$ cat config.mk
export PLATFORM = sky130hd
export DESIGN_NAME = path_heading_controller_flat
export DESIGN_NICKNAME = d
export VERILOG_FILES = /design/src/rtl/phc_pkg.sv /design/src/rtl/phc_if.sv /design/src/rtl/phc_ctrl.sv /design/src/rtl/phc_datapath.sv /design/src/rtl/path_heading_controller.sv /design/src/flat_wrapper.sv
export SDC_FILE = /design/constraint.sdc
export NUM_CORES = 2
export LEC_CHECK = 0
export BUFFER_PORTS_ARGS = -buffer_cell sky130_fd_sc_hd__clkbuf_2
export CAP_MARGIN = 20
export CELL_PAD_IN_SITES_DETAIL_PLACEMENT = 0
export CELL_PAD_IN_SITES_GLOBAL_PLACEMENT = 1
export CORE_UTILIZATION = 35
export CTS_CLUSTER_SIZE = 10
export DETAILED_ROUTE_END_ITERATION = 12
export GPL_TIMING_DRIVEN = 1
export PLACE_DENSITY_LB_ADDON = 0.1
export REMOVE_ABC_BUFFERS = 1
export SETUP_SLACK_MARGIN = 0.4
export SKIP_LAST_GASP = 1
export SYNTH_ARGS = -nofsm -noshare
export SYNTH_HDL_FRONTEND = slang
export SYNTH_HIERARCHICAL = 1
export SYNTH_SLANG_ARGS = --single-unit
$ cat constraint.sdc
create_clock -name clk -period 26.3 [get_ports clk]
set_input_delay 5.26 -clock clk [delete_from_list [all_inputs] [get_ports clk]]
set_output_delay 5.26 -clock clk [all_outputs]
set_load 0.1 [all_outputs]
$ cat src/rtl/phc_pkg.sv
`timescale 1ns / 1ps

package phc_pkg;

    localparam int PATH_ENTRIES_DEF = 16;
    localparam int CFG_DATA_W       = 20;

    typedef enum logic [1:0] {
        REQ_LOAD  = 2'd0,
        REQ_START = 2'd1,
        REQ_TICK  = 2'd2,
        REQ_NOP   = 2'd3
    } req_kind_t;

    typedef enum logic {
        CFG_BASE_GAIN = 1'b0,
        CFG_TIMEOUT   = 1'b1
    } cfg_index_t;

    localparam logic [3:0]  ACT_STOP = 4'd10;

    localparam logic [19:0] BASE_GAIN_RST = 20'd5243;
    localparam logic [15:0] TIMEOUT_RST   = 16'd900;
    localparam logic [19:0] GAIN_MID      = 20'd5243;
    localparam logic [19:0] GAIN_LOW      = 20'd1049;

    // heading thresholds in 1/16 degree
    localparam logic [25:0] ERR_ZERO = 26'd48;
    localparam logic [25:0] ERR_LOW  = 26'd160;
    localparam logic [25:0] ERR_MIN  = 26'd320;
    localparam logic [25:0] ERR_MAX  = 26'd960;
    localparam logic [25:0] ERR_MID  = 26'd1280;
    localparam logic [15:0] RATE_HIGH = 16'd3360;
    localparam logic [15:0] RATE_MID  = 16'd1920;

    localparam logic [15:0] ROT_MAX    = 16'd32767;
    localparam logic [15:0] ROT_MIN    = 16'd6226;
    localparam logic [46:0] PROD_LIMIT = 47'h1000000;

    typedef struct packed {
        logic [15:0]        distance;
        logic signed [7:0]  speed;
        logic signed [13:0] heading;
        logic [3:0]         action;
    } path_entry_t;

    typedef enum logic [2:0] {
        ST_IDLE,
        ST_EXEC,
        ST_GAIN,
        ST_SCAN,
        ST_ROT,
        ST_EMIT
    } state_t;

    typedef struct packed {
        logic capture;
        logic exec_load;
        logic exec_start;
        logic exec_tick;
        logic gain_load;
        logic scan_run;
        logic rot_load;
        logic out_load;
    } dp_cmd_t;

    typedef struct packed {
        req_kind_t req_kind;
        logic      scan_done;
    } dp_status_t;

endpackage

$ cat src/rtl/phc_if.sv
`timescale 1ns / 1ps

interface phc_req_if;
    logic               valid;
    logic               ready;
    logic [1:0]         req_type;
    logic [3:0]         entry_index;
    logic [15:0]        entry_distance;
    logic signed [7:0]  entry_speed;
    logic signed [13:0] entry_heading;
    logic [3:0]         entry_action;
    logic signed [23:0] distance_reading;
    logic signed [23:0] heading_reading;
    logic signed [15:0] angular_rate;

    modport source (
        output valid, req_type, entry_index, entry_distance, entry_speed,
               entry_heading, entry_action, distance_reading, heading_reading,
               angular_rate,
        input  ready
    );
    modport sink (
        input  valid, req_type, entry_index, entry_distance, entry_speed,
               entry_heading, entry_action, distance_reading, heading_reading,
               angular_rate,
        output ready
    );
endinterface

interface phc_res_if;
    logic               valid;
    logic               ready;
    logic signed [7:0]  drive_speed;
    logic signed [15:0] rotate_drive;
    logic [3:0]         action_code;
    logic               finished;
    logic               timed_out;

    modport source (
        output valid, drive_speed, rotate_drive, action_code, finished, timed_out,
        input  ready
    );
    modport sink (
        input  valid, drive_speed, rotate_drive, action_code, finished, timed_out,
        output ready
    );
endinterface

$ cat src/rtl/phc_ctrl.sv
`timescale 1ns / 1ps

module phc_ctrl (
    input  logic                  clk,
    input  logic                  rst_n,
    input  logic                  in_valid,
    output logic                  in_ready,
    output logic                  out_valid,
    input  logic                  out_ready,
    input  phc_pkg::dp_status_t   status,
    output phc_pkg::dp_cmd_t      cmd
);

    phc_pkg::state_t state_reg;
    phc_pkg::state_t state_next;
    logic            out_valid_reg;
    logic            out_valid_next;

    always_ff @(posedge clk or negedge rst_n)
    begin
        if (!rst_n)
        begin
            state_reg     <= phc_pkg::ST_IDLE;
            out_valid_reg <= 1'b0;
        end
        else
        begin
            state_reg     <= state_next;
            out_valid_reg <= out_valid_next;
        end
    end

    // next state
    always_comb
    begin
        state_next = state_reg;
        case (state_reg)
            phc_pkg::ST_IDLE:
            begin
                if (in_valid)
                    state_next = phc_pkg::ST_EXEC;
            end
            phc_pkg::ST_EXEC:
            begin
                if (status.req_kind == phc_pkg::REQ_TICK)
                    state_next = phc_pkg::ST_GAIN;
                else
                    state_next = phc_pkg::ST_EMIT;
            end
            phc_pkg::ST_GAIN:
                state_next = phc_pkg::ST_SCAN;
            phc_pkg::ST_SCAN:
            begin
                if (status.scan_done)
                    state_next = phc_pkg::ST_ROT;
            end
            phc_pkg::ST_ROT:
                state_next = phc_pkg::ST_EMIT;
            phc_pkg::ST_EMIT:
            begin
                if (!out_valid_reg || out_ready)
                    state_next = phc_pkg::ST_IDLE;
            end
            default:
                state_next = phc_pkg::ST_IDLE;
        endcase
    end

    // outputs
    always_comb
    begin
        cmd            = '0;
        in_ready       = 1'b0;
        out_valid_next = out_valid_reg && !out_ready;
        case (state_reg)
            phc_pkg::ST_IDLE:
            begin
                in_ready    = 1'b1;
                cmd.capture = in_valid;
            end
            phc_pkg::ST_EXEC:
            begin
                case (status.req_kind)
                    phc_pkg::REQ_LOAD:  cmd.exec_load  = 1'b1;
                    phc_pkg::REQ_START: cmd.exec_start = 1'b1;
                    phc_pkg::REQ_TICK:  cmd.exec_tick  = 1'b1;
                    default:            cmd            = '0;
                endcase
            end
            phc_pkg::ST_GAIN:
                cmd.gain_load = 1'b1;
            phc_pkg::ST_SCAN:
                cmd.scan_run = 1'b1;
            phc_pkg::ST_ROT:
                cmd.rot_load = 1'b1;
            phc_pkg::ST_EMIT:
            begin
                if (!out_valid_reg || out_ready)
                begin
                    cmd.out_load   = 1'b1;
                    out_valid_next = 1'b1;
                end
            end
            default:
                cmd = '0;
        endcase
    end

    assign out_valid = out_valid_reg;

endmodule

$ cat src/rtl/phc_datapath.sv
`timescale 1ns / 1ps

module phc_datapath #(
    parameter int PATH_ENTRIES = phc_pkg::PATH_ENTRIES_DEF
) (
    input  logic                            clk,
    input  logic                            rst_n,
    input  phc_pkg::dp_cmd_t                cmd,
    output phc_pkg::dp_status_t             status,
    input  logic                            cfg_we,
    input  logic                            cfg_index,
    input  logic [phc_pkg::CFG_DATA_W-1:0]  cfg_data,
    input  logic [1:0]                      req_type,
    input  logic [3:0]                      entry_index,
    input  logic [15:0]                     entry_distance,
    input  logic signed [7:0]               entry_speed,
    input  logic signed [13:0]              entry_heading,
    input  logic [3:0]                      entry_action,
    input  logic signed [23:0]              distance_reading,
    input  logic signed [23:0]              heading_reading,
    input  logic signed [15:0]              angular_rate,
    output logic signed [7:0]               drive_speed,
    output logic signed [15:0]              rotate_drive,
    output logic [3:0]                      action_code,
    output logic                            finished,
    output logic                            timed_out
);

    localparam int IW = (PATH_ENTRIES > 1) ? $clog2(PATH_ENTRIES) : 1;
    localparam logic [IW-1:0] LAST_ADDR = IW'(PATH_ENTRIES - 1);

    // captured request
    phc_pkg::req_kind_t   req_reg;
    logic [3:0]           idx_reg;
    phc_pkg::path_entry_t ent_reg;
    logic signed [23:0]   dist_rd_reg;
    logic signed [23:0]   head_rd_reg;
    logic [15:0]          rate_reg;

    // run state
    logic signed [23:0]   initial_heading_reg;
    logic signed [24:0]   target_heading_reg;
    logic signed [7:0]    target_speed_reg;
    logic [15:0]          dist_trav_reg;
    logic signed [23:0]   last_reading_reg;
    logic [1:0]           gain_phase_reg;
    logic                 stop_reg;
    logic [15:0]          tick_reg;
    logic [19:0]          base_gain_reg;
    logic [15:0]          timeout_reg;

    // tick work registers
    logic signed [25:0]   e_reg;
    logic [25:0]          ae_reg;
    logic [19:0]          gain_reg;
    logic signed [46:0]   p_reg;
    logic signed [15:0]   rot_reg;
    logic [3:0]           action_reg;

    // table and scan
    phc_pkg::path_entry_t mem [PATH_ENTRIES];
    phc_pkg::path_entry_t rd_data_reg;
    logic [IW-1:0]        scan_addr_reg;
    logic                 data_ok_reg;
    logic                 data_last_reg;

    // output register
    logic signed [7:0]    drive_speed_reg;
    logic signed [15:0]   rotate_drive_reg;
    logic [3:0]           action_code_reg;
    logic                 finished_reg;
    logic                 timed_out_reg;

    logic [15:0]          rate_abs;
    logic [24:0]          diff_w;
    logic [24:0]          diff_abs;
    logic [25:0]          dist_sum;
    logic [15:0]          dist_next;
    logic signed [25:0]   err_w;
    logic [25:0]          ae_w;
    logic                 keep_base;
    logic                 use_mid;
    logic                 use_low;
    logic [19:0]          gain_next;
    logic [1:0]           gain_phase_next;
    logic                 idx_ok;
    logic [IW-1:0]        waddr;
    logic                 hit;
    logic signed [24:0]   hit_heading;
    logic [46:0]          abs_p;
    logic                 prod_big;
    logic [25:0]          rnd;
    logic [16:0]          rnd_sh;
    logic [15:0]          mag_a;
    logic [15:0]          mag_b;
    logic                 p_pos;
    logic signed [15:0]   rot_next;

    assign rate_abs = angular_rate[15] ? (~angular_rate + 16'd1) : angular_rate;

    assign diff_w   = {dist_rd_reg[23], dist_rd_reg} - {last_reading_reg[23], last_reading_reg};
    assign diff_abs = diff_w[24] ? (~diff_w + 25'd1) : diff_w;
    assign dist_sum = {10'd0, dist_trav_reg} + {1'b0, diff_abs};
    assign dist_next = (|dist_sum[25:16]) ? 16'hFFFF : dist_sum[15:0];

    assign err_w = {target_heading_reg[24], target_heading_reg}
                 - {{2{head_rd_reg[23]}}, head_rd_reg};

    // gain schedule
    assign ae_w      = e_reg[25] ? (~e_reg + 26'd1) : e_reg;
    assign keep_base = (ae_w < phc_pkg::ERR_MAX) && (ae_w > phc_pkg::ERR_MIN)
                    && (rate_reg > phc_pkg::RATE_HIGH);
    assign use_mid   = ((ae_w < phc_pkg::ERR_MID) && (rate_reg > phc_pkg::RATE_MID))
                    || (gain_phase_reg == 2'd1);
    assign use_low   = ae_w < phc_pkg::ERR_LOW;

    always_comb
    begin
        gain_next       = base_gain_reg;
        gain_phase_next = gain_phase_reg;
        if (!keep_base)
        begin
            if (use_low)
            begin
                gain_next       = phc_pkg::GAIN_LOW;
                gain_phase_next = 2'd2;
            end
            else if (use_mid)
            begin
                gain_next       = phc_pkg::GAIN_MID;
                gain_phase_next = 2'd1;
            end
        end
    end

    assign idx_ok = {28'd0, idx_reg} < 32'(PATH_ENTRIES);
    assign waddr  = IW'(idx_reg);

    assign hit = data_ok_reg && (rd_data_reg.distance >= dist_trav_reg);
    assign hit_heading = {{11{rd_data_reg.heading[13]}}, rd_data_reg.heading}
                       + {initial_heading_reg[23], initial_heading_reg};

    assign status.req_kind  = req_reg;
    assign status.scan_done = data_ok_reg && (hit || data_last_reg);

    // rotate command from the product
    assign abs_p    = p_reg[46] ? (~p_reg + 47'd1) : p_reg;
    assign prod_big = abs_p > phc_pkg::PROD_LIMIT;
    assign rnd      = {1'b0, abs_p[24:0]} + 26'd256;
    assign rnd_sh   = rnd[25:9];
    assign mag_a    = (prod_big || (rnd_sh > {1'b0, phc_pkg::ROT_MAX}))
                    ? phc_pkg::ROT_MAX : rnd_sh[15:0];
    assign mag_b    = (mag_a < phc_pkg::ROT_MIN) ? phc_pkg::ROT_MIN : mag_a;
    assign p_pos    = !p_reg[46] && (|p_reg);
    assign rot_next = (ae_reg < phc_pkg::ERR_ZERO) ? 16'sd0
                    : (p_pos ? $signed(mag_b) : $signed(~mag_b + 16'd1));

    // configuration
    always_ff @(posedge clk or negedge rst_n)
    begin
        if (!rst_n)
        begin
            base_gain_reg <= phc_pkg::BASE_GAIN_RST;
            timeout_reg   <= phc_pkg::TIMEOUT_RST;
        end
        else if (cfg_we)
        begin
            case (phc_pkg::cfg_index_t'(cfg_index))
                phc_pkg::CFG_BASE_GAIN: base_gain_reg <= cfg_data;
                phc_pkg::CFG_TIMEOUT:   timeout_reg   <= cfg_data[15:0];
                default:                timeout_reg   <= timeout_reg;
            endcase
        end
    end

    // run state
    always_ff @(posedge clk or negedge rst_n)
    begin
        if (!rst_n)
        begin
            initial_heading_reg <= '0;
            target_heading_reg  <= '0;
            target_speed_reg    <= '0;
            dist_trav_reg       <= '0;
            last_reading_reg    <= '0;
            gain_phase_reg      <= '0;
            stop_reg            <= 1'b0;
            tick_reg            <= '0;
        end
        else
        begin
            if (cmd.exec_start)
            begin
                initial_heading_reg <= head_rd_reg;
                target_heading_reg  <= {head_rd_reg[23], head_rd_reg};
                dist_trav_reg       <= '0;
                last_reading_reg    <= '0;
                gain_phase_reg      <= '0;
                stop_reg            <= 1'b0;
                tick_reg            <= '0;
            end
            if (cmd.exec_tick)
            begin
                last_reading_reg <= dist_rd_reg;
                dist_trav_reg    <= dist_next;
                if (tick_reg != 16'hFFFF)
                    tick_reg <= tick_reg + 16'd1;
            end
            if (cmd.gain_load)
                gain_phase_reg <= gain_phase_next;
            if (cmd.scan_run && hit)
            begin
                target_speed_reg   <= rd_data_reg.speed;
                target_heading_reg <= hit_heading;
                if (rd_data_reg.action == phc_pkg::ACT_STOP)
                    stop_reg <= 1'b1;
            end
        end
    end

    // scan sequencing
    always_ff @(posedge clk or negedge rst_n)
    begin
        if (!rst_n)
        begin
            scan_addr_reg <= '0;
            data_ok_reg   <= 1'b0;
            data_last_reg <= 1'b0;
        end
        else if (cmd.gain_load)
        begin
            scan_addr_reg <= '0;
            data_ok_reg   <= 1'b0;
            data_last_reg <= 1'b0;
        end
        else if (cmd.scan_run)
        begin
            data_ok_reg   <= 1'b1;
            data_last_reg <= scan_addr_reg == LAST_ADDR;
            // hold at the last entry
            if (scan_addr_reg != LAST_ADDR)
                scan_addr_reg <= scan_addr_reg + 1'b1;
        end
    end

    // path table
    always_ff @(posedge clk)
    begin
        if (cmd.exec_load && idx_ok)
            mem[waddr] <= ent_reg;
        if (cmd.scan_run)
            rd_data_reg <= mem[scan_addr_reg];
    end

    // request capture and tick work registers
    always_ff @(posedge clk)
    begin
        if (cmd.capture)
        begin
            req_reg             <= phc_pkg::req_kind_t'(req_type);
            idx_reg             <= entry_index;
            ent_reg.distance    <= entry_distance;
            ent_reg.speed       <= entry_speed;
            ent_reg.heading     <= entry_heading;
            ent_reg.action      <= entry_action;
            dist_rd_reg         <= distance_reading;
            head_rd_reg         <= heading_reading;
            rate_reg            <= rate_abs;
        end
        if (cmd.exec_tick)
        begin
            e_reg      <= err_w;
            action_reg <= '0;
        end
        if (cmd.gain_load)
        begin
            gain_reg <= gain_next;
            ae_reg   <= ae_w;
        end
        if (cmd.scan_run)
        begin
            p_reg <= e_reg * $signed({1'b0, gain_reg});
            if (hit)
                action_reg <= rd_data_reg.action;
        end
        if (cmd.rot_load)
            rot_reg <= rot_next;
        if (cmd.out_load)
        begin
            drive_speed_reg  <= target_speed_reg;
            rotate_drive_reg <= (req_reg == phc_pkg::REQ_TICK) ? rot_reg : 16'sd0;
            action_code_reg  <= (req_reg == phc_pkg::REQ_TICK) ? action_reg : 4'd0;
            finished_reg     <= stop_reg;
            timed_out_reg    <= tick_reg >= timeout_reg;
        end
    end

    assign drive_speed  = drive_speed_reg;
    assign rotate_drive = rotate_drive_reg;
    assign action_code  = action_code_reg;
    assign finished     = finished_reg;
    assign timed_out    = timed_out_reg;

endmodule

$ cat src/rtl/path_heading_controller.sv
// Channel   Direction  Transaction
// request   in         load entry, start run, control tick or no-op (req_type selects)
// result    out        drive_speed, rotate_drive, action_code, finished, timed_out
// cfg       in         write-only: cfg_we, cfg_index (0 base_gain, 1 timeout_ticks)
//
// One transaction at a time; a result per request.
// Load, start: the request passes the EXEC and EMIT states into the result register.
// Tick: EXEC, GAIN, a scan up to the first matching slot or the last slot, ROT, EMIT;
// the table scan reads one entry a cycle from the single-port table.
// A new request is taken while the result register still waits; a stalled
// result holds the next one back. Reset is asynchronous, active low; no table clear.
`timescale 1ns / 1ps

module path_heading_controller #(
    parameter int PATH_ENTRIES = phc_pkg::PATH_ENTRIES_DEF
) (
    input  logic                            clk,
    input  logic                            rst_n,
    phc_req_if.sink                         request,
    phc_res_if.source                       result,
    input  logic                            cfg_we,
    input  logic                            cfg_index,
    input  logic [phc_pkg::CFG_DATA_W-1:0]  cfg_data
);

    phc_pkg::dp_cmd_t    cmd;
    phc_pkg::dp_status_t status;
    logic                in_ready;
    logic                out_valid;

    phc_ctrl u_ctrl (
        .clk       (clk),
        .rst_n     (rst_n),
        .in_valid  (request.valid),
        .in_ready  (in_ready),
        .out_valid (out_valid),
        .out_ready (result.ready),
        .status    (status),
        .cmd       (cmd)
    );

    phc_datapath #(
        .PATH_ENTRIES (PATH_ENTRIES)
    ) u_datapath (
        .clk              (clk),
        .rst_n            (rst_n),
        .cmd              (cmd),
        .status           (status),
        .cfg_we           (cfg_we),
        .cfg_index        (cfg_index),
        .cfg_data         (cfg_data),
        .req_type         (request.req_type),
        .entry_index      (request.entry_index),
        .entry_distance   (request.entry_distance),
        .entry_speed      (request.entry_speed),
        .entry_heading    (request.entry_heading),
        .entry_action     (request.entry_action),
        .distance_reading (request.distance_reading),
        .heading_reading  (request.heading_reading),
        .angular_rate     (request.angular_rate),
        .drive_speed      (result.drive_speed),
        .rotate_drive     (result.rotate_drive),
        .action_code      (result.action_code),
        .finished         (result.finished),
        .timed_out        (result.timed_out)
    );

    assign request.ready = in_ready;
    assign result.valid  = out_valid;

    // busy right after an accepted transaction
    assert property (@(posedge clk) disable iff (!rst_n)
        (request.valid && request.ready) |=> !request.ready)
        else $error("request accepted while busy");

    // at most one datapath command per cycle
    assert property (@(posedge clk) disable iff (!rst_n)
        $onehot0({cmd.capture, cmd.exec_load, cmd.exec_start, cmd.exec_tick,
                  cmd.gain_load, cmd.scan_run, cmd.rot_load, cmd.out_load}))
        else $error("overlapping datapath commands");

    // a loaded result shows up on the output
    assert property (@(posedge clk) disable iff (!rst_n)
        cmd.out_load |=> result.valid)
        else $error("result loaded but not valid");

    // capture only when the request side handshakes
    assert property (@(posedge clk) disable iff (!rst_n)
        cmd.capture |-> (request.valid && request.ready))
        else $error("capture without transaction");

endmodule
$ cat src/flat_wrapper.sv
// flat-port wrapper written by rule: the top's interface ports become plain ports
module path_heading_controller_flat 
#(
    parameter int PATH_ENTRIES = phc_pkg::PATH_ENTRIES_DEF
)
  (clk, rst_n, cfg_we, cfg_index, cfg_data, request_valid, request_req_type, request_entry_index, request_entry_distance, request_entry_speed, request_entry_heading, request_entry_action, request_distance_reading, request_heading_reading, request_angular_rate, request_ready, result_valid, result_drive_speed, result_rotate_drive, result_action_code, result_finished, result_timed_out, result_ready);
  phc_req_if request_i ();
  phc_res_if result_i ();
  input  logic clk;
  input  logic rst_n;
  input  logic cfg_we;
  input  logic cfg_index;
  input  logic [phc_pkg::CFG_DATA_W-1:0] cfg_data;
  input wire logic [$bits(request_i.valid)-1:0] request_valid;
  input wire logic [$bits(request_i.req_type)-1:0] request_req_type;
  input wire logic [$bits(request_i.entry_index)-1:0] request_entry_index;
  input wire logic [$bits(request_i.entry_distance)-1:0] request_entry_distance;
  input wire logic [$bits(request_i.entry_speed)-1:0] request_entry_speed;
  input wire logic [$bits(request_i.entry_heading)-1:0] request_entry_heading;
  input wire logic [$bits(request_i.entry_action)-1:0] request_entry_action;
  input wire logic [$bits(request_i.distance_reading)-1:0] request_distance_reading;
  input wire logic [$bits(request_i.heading_reading)-1:0] request_heading_reading;
  input wire logic [$bits(request_i.angular_rate)-1:0] request_angular_rate;
  output wire logic [$bits(request_i.ready)-1:0] request_ready;
  output wire logic [$bits(result_i.valid)-1:0] result_valid;
  output wire logic [$bits(result_i.drive_speed)-1:0] result_drive_speed;
  output wire logic [$bits(result_i.rotate_drive)-1:0] result_rotate_drive;
  output wire logic [$bits(result_i.action_code)-1:0] result_action_code;
  output wire logic [$bits(result_i.finished)-1:0] result_finished;
  output wire logic [$bits(result_i.timed_out)-1:0] result_timed_out;
  input wire logic [$bits(result_i.ready)-1:0] result_ready;
  assign request_i.valid = request_valid;
  assign request_i.req_type = request_req_type;
  assign request_i.entry_index = request_entry_index;
  assign request_i.entry_distance = request_entry_distance;
  assign request_i.entry_speed = request_entry_speed;
  assign request_i.entry_heading = request_entry_heading;
  assign request_i.entry_action = request_entry_action;
  assign request_i.distance_reading = request_distance_reading;
  assign request_i.heading_reading = request_heading_reading;
  assign request_i.angular_rate = request_angular_rate;
  assign request_ready = request_i.ready;
  assign result_valid = result_i.valid;
  assign result_drive_speed = result_i.drive_speed;
  assign result_rotate_drive = result_i.rotate_drive;
  assign result_action_code = result_i.action_code;
  assign result_finished = result_i.finished;
  assign result_timed_out = result_i.timed_out;
  assign result_i.ready = result_ready;
  path_heading_controller #(.PATH_ENTRIES(PATH_ENTRIES)) u_core (.clk(clk), .rst_n(rst_n), .request(request_i), .result(result_i), .cfg_we(cfg_we), .cfg_index(cfg_index), .cfg_data(cfg_data));
endmodule
Word level (Yosys, flattened, before mapping)
Memories as Yosys holds them, arrays and structs flattened. A register that Yosys moved wholly into a read port is not among the register bits.
Cells that the tools add are included.

operators by class
  add/sub/neg operators = 12
  multiply operators = 1
  magnitude comparators = 12
  equality and inequality tests = 17
  muxes and demuxes = 58
  bitwise gates (word level) = 6
  reduce and logical (&&, ||, !) cells = 29

operators by type and width
  cell                                                          number
  two-way mux 16 bit                                            9
  two-way mux 25 bit                                            3
  two-way mux 20 bit                                            3
  adder 16 x 1 -> 16 bit, second input constant                 3
  two-way mux 24 bit                                            2
  adder 47 x 1 -> 47 bit, second input constant                 1
  > comparator 47 x 25 -> 1 bit, second input constant          1
  multiplier 26 x 21 -> 47 bit                                  1
  two-way mux 47 bit                                            1
  inverter 47 bit                                               1
  OR reduction 47 bit                                           1
  greater-or-equal comparator 16 bit                            2
  inverter 16 bit                                               2
  adder 16 x 25 -> 26 bit                                       1
  adder 25 x 9 -> 26 bit, second input constant                 1
  adder 26 x 1 -> 26 bit, second input constant                 1
  > comparator 26 x 9 -> 1 bit, second input constant           1
  less-than comparator 26 x 10 -> 1 bit, second input constant  1
  less-than comparator 26 x 11 -> 1 bit, second input constant  1
  less-than comparator 26 x 6 -> 1 bit, second input constant   1
  less-than comparator 26 x 8 -> 1 bit, second input constant   1
  two-way mux 26 bit                                            1
  inverter 26 bit                                               1
  subtractor 25 x 24 -> 26 bit                                  1
  other kinds (36)                                              94

storage, ports and cells
  register bits = 443
  bits in writable memories = 672
  output and inout port bits = 32
  logic and storage cells = 172
  memories kept = 1

memory list
  name                   words  width  rd ports  clocked after Yosys merged registers in  write ports  line                RTL
  u_core.u_datapath.mem  16     42     1         1                                        1            phc_datapath.sv:61  phc_pkg::path_entry_t mem [PATH_ENTRIES];

Longest topological paths before layout
  depth after elaboration = 12
  depth in mapped cells = 31
  depth with buffers taken out = 29

Cells and area by module
Netlist, hierarchy kept.

by module, submodules not included
  module        times used  cells an instance  area each (um^2)  sequential area each (um^2)
  phc_datapath  1           5645               69615.5           33687.3
  phc_ctrl      1           37                 290.3             100.1

Worst setup path after synthesis
OpenSTA, ideal clock, no wires.

  path kind = register to register
  start = register u_core.u_ctrl.state_reg[2]
  end = register u_core.u_datapath.scan_addr_reg[3]
  arrival time = 9.269 ns
  path slack = 16.953 ns
  cell stages (with the launch flop) = 6
  period minus slack after synthesis = 9.347 ns
  path through = dfrtp_1 > buf_2 > nor3b_1 > a21oi_1 > or3_1 > a21oi_1

RTL lines
  item                    line                 RTL
  from (decl)             phc_ctrl.sv:14       phc_pkg::state_t state_reg;
  from (signal assigned)  phc_ctrl.sv:23       state_reg <= phc_pkg::ST_IDLE;
  from (signal assigned)  phc_ctrl.sv:28       state_reg <= state_next;
  to (signal assigned)    phc_datapath.sv:242  scan_addr_reg <= scan_addr_reg + 1'b1;
  to (decl)               phc_datapath.sv:63   logic [IW-1:0] scan_addr_reg;

Worst setup path after layout
  start = register u_core.u_datapath.e_reg[2]
  end = register u_core.u_datapath.p_reg[46] (data pin)

between the ends
  cells in the longest elaborated chain, start to end = 1

RTL lines
  item                          line                 RTL
  from (decl)                   phc_datapath.sv:53   logic signed [25:0] e_reg;
  from (signal assigned)        phc_datapath.sv:272  e_reg <= err_w;
  multiplier 26 x 21 -> 47 bit  phc_datapath.sv:282  p_reg <= e_reg * $signed({1'b0, gain_reg});
  to (signal assigned)          phc_datapath.sv:282
  to (decl)                     phc_datapath.sv:56   logic signed [46:0] p_reg;

No other way between the ends.
A chain may end at the register's enable or synchronous reset.

==> impl_metrics.csv <==
group,metric,value,unit
worst_setup_path,critPathLaunch,"u_core/u_datapath/e_reg[2]",
global_routing,grt_pass1_vias,45600,
synthesis,seq_area_frac_synth,48.3,%
worst_setup_path,path_class,"register to register",
global_routing,antenna_found_initial,5,
global_routing,grt_max_degree,109,
clock_network,clock_path_buffers,3,
detailed_routing,vias,43100,
placed_design,place_area,74000,um^2
synthesis,synth-edff-count,987,
cells_and_area,layout.cells.non_filler,8583,
timing,setup_viol,0,
synthesis,synth_fa_ha_area_share,19.7,%
global_routing,grt_overflow,0,
timing,period_needed,8.48,ns
timing,tns,0,ns
worst_setup_path,regToRegEndpoint,"u_core/u_datapath/p_reg[46]",
clock_network,postCtsSetupRepairBufs,0,
detailed_routing,ant_nets,0,
clock_network,cts_max_level,4,
timing,period_share,32.3,%
worst_setup_path,cp-end-kind,"register",
clock_network,numCtsBuffers,143,
synthesis,yosysWarnings,6,
floorplan,rows,163,
timing,hold_violations,0,
clock_network,cts.sinks,1153,
cells_and_area,area_delta_synth_final,12.4,%
worst_setup_path,cp_max_fo,25,
placed_design,place_inst,8328,
cells_and_area,layout_common_cells,"987 x edfxtp_1, 703 x inv_1, 541 x nand2_1",
placed_design,dpl.hpwl,127,mm
clock_network,insertion_delay,0.82,ns
timing,slew_viol_final,0,
global_routing,grtUsageTotal,18.7,%
detailed_routing,routedWlPerCell,21.8,um
synthesis,yosys.area_share.xor_xnor,2.55,%
synthesis,synth-simple-area-share,9.42,%
worst_setup_path,endpoint,"u_core/u_datapath/p_reg[46]",
synthesis,synth_top_family_by_area,"adder cells",
floorplan,die_height,449,um
floorplan,core,198000,um^2
global_routing,grt_first_pass_wirelength,288,mm
synthesis,ys_seq_elements,1153,
detailed_routing,drt_iter0_drc,2551,
detailed_routing,drt_drc_violations_left,0,
worst_setup_path,reg2reg_slack,17.82,ns
worst_setup_path,worstRegToRegCells,25,
timing,tightest_slew,1.14,ns
timing,grt_setup_unrepaired,"no",
clock_network,cts_hold_buf,0,
detailed_routing,vias_per_cell,5.02,
clock_network,cts_tree,"yes",
status,status,"finished, final reports clean",
synthesis,synth_compound_area_share,8.33,%
synthesis,syn_inst,5682,
floorplan,die_width,449,um
placed_design,port_buffers,169,
cells_and_area,largest_reg_flops,672,
detailed_routing,wl,187,mm
detailed_routing,dr.pass1.iters,5,
cells_and_area,fin_nets,6757,
worst_setup_path,worstSetupStartpointType,"register",
synthesis,async_reset_ff_share,14.1,%
timing,slew_headroom,23.7,%
synthesis,synth_cell_types,91,
synthesis,synth.avg_cell_area,12.3,um^2
worst_setup_path,crit_required,26.84,ns
cells_and_area,design_area,78600,um^2
clock_network,ctsResizeCount,0,
worst_setup_path,critPathArrivalTime,9.02,ns
floorplan,initial_utilization,35.3,%
clock_network,cts.reportedPaths.clkPinSlew,0.06,ns
synthesis,synth_flop_cell,"edfxtp_1",
synthesis,synth_mux_area_share,6.50,%
floorplan,fp.dieArea,202000,um^2
timing,max_freq,118,MHz
hold_path,hold_path_class,"register to register",
floorplan,ios,170,
cells_and_area,drive_gt1_share,12.1,%
timing,clock_skew,0.0777,ns
run,cap_violations,0,
placed_design,gp_congestion,0.823,
synthesis,syn_area,69900,um^2
worst_setup_path,r2r-start,"u_core/u_datapath/e_reg[2]",
clock_network,cts_root_buf,"clkbuf_16",
cells_and_area,final_common_cell,"edfxtp_1",
## cell usage after synthesis (142+ instances only)
cell type | count | area share [%]
clkbuf_1 | 223 | 1.2
dfrtp_1 | 150 | 5.4
nor2_1 | 212 | 1.1
nand2_1 | 542 | 2.9
mux2i_1 | 142 | 2.0
fa_1 | 531 | 15
and2_1 | 249 | 2.2
o21ai_0 | 238 | 1.7
inv_1 | 703 | 3.8
ha_1 | 252 | 4.5
a21oi_1 | 211 | 1.5
edfxtp_1 | 987 | 42
## cell type report
cell class              count  area (um^2)
clock inverters            35          551
diodes                      4         10.0
repair buffers            260         1630
well taps                2640         3300
inverters                 705         2650
flip-flops and latches   1153        33800
multi-input cells        3573        32700
fillers                 19000       119000
clock buffers             213         3910
## stage by stage
| step | worst slack (ns) | hold slack [ns] | utilization, % |
|---|---|---|---|
| after global placement | 17.70 | 0.434 | 37.4 |
| after global routing | 17.18 | 0.454 | 39.7 |
| final | 17.82 | 0.436 | 39.7 |
| after detailed placement | 17.55 | 0.431 | 37.4 |
| after CTS | 17.51 | 0.441 | 39.7 |
| after floorplan | 15.21 | 0.421 | - |
## how the worst min path moves through the flow
stage | from | slack [ns] | endpoint | cells past startpoint
CTS | u_core/u_datapath/target_speed_reg[3] | 0.44 | u_core/u_datapath/drive_speed[3] | 0
finish | u_core/u_datapath/target_speed_reg[3] | 0.44 | u_core/u_datapath/drive_speed[3] | 0
floorplan | u_core/u_datapath/target_speed_reg[0] | 0.42 | u_core/u_datapath/drive_speed[0] | 0
detailed placement | u_core/u_datapath/target_speed_reg[3] | 0.43 | u_core/u_datapath/drive_speed[3] | 0
global placement | u_core/u_datapath/target_speed_reg[3] | 0.43 | u_core/u_datapath/drive_speed[3] | 0
global route | u_core/u_datapath/target_speed_reg[3] | 0.45 | u_core/u_datapath/drive_speed[3] | 0
## routing by layer
layer	share of wire [%]	global-route usage, %	vias to the layer above
met5	0	0	-
li1	-	-	20100
met4	2.0	4.43	0
met2	52	33.9	643
met3	3.0	2.27	200
met1	43	23.7	22200
## critical path, stage by stage (launching register included)
cell	delay, ns
edfxtp_1	1.07
nand2_1	0.19
fa_1	0.48
fa_1	0.48
fa_1	0.54
inv_1	0.04
ha_1	0.28
ha_1	0.29
inv_1	0.05
fa_1	0.52
inv_1	0.05
fa_1	0.47
ha_1	0.25
or3_1	0.36
a2111oi_0	0.73
o21ai_0	0.23
buf_4	0.21
o211ai_1	0.35
a31oi_1	0.24
o21ai_0	0.34
a21oi_1	0.15
o41ai_1	0.37
a21oi_1	0.15
o21a_1	0.19
nor2_1	0.11
xnor2_1	0.07
## cell families after synthesis
family,after synthesis
AND/OR/NAND/NOR,1357
XOR/XNOR,203
multiplexers,335
buffers and inverters,956
AO/OA/AOI/OAI,895
adder cells (fa/ha/maj),783
flip-flops,1153
Power is left out: the tool's default activity adds up to more than one toggle a clock period on the data nets, which glitch-free logic cannot reach.
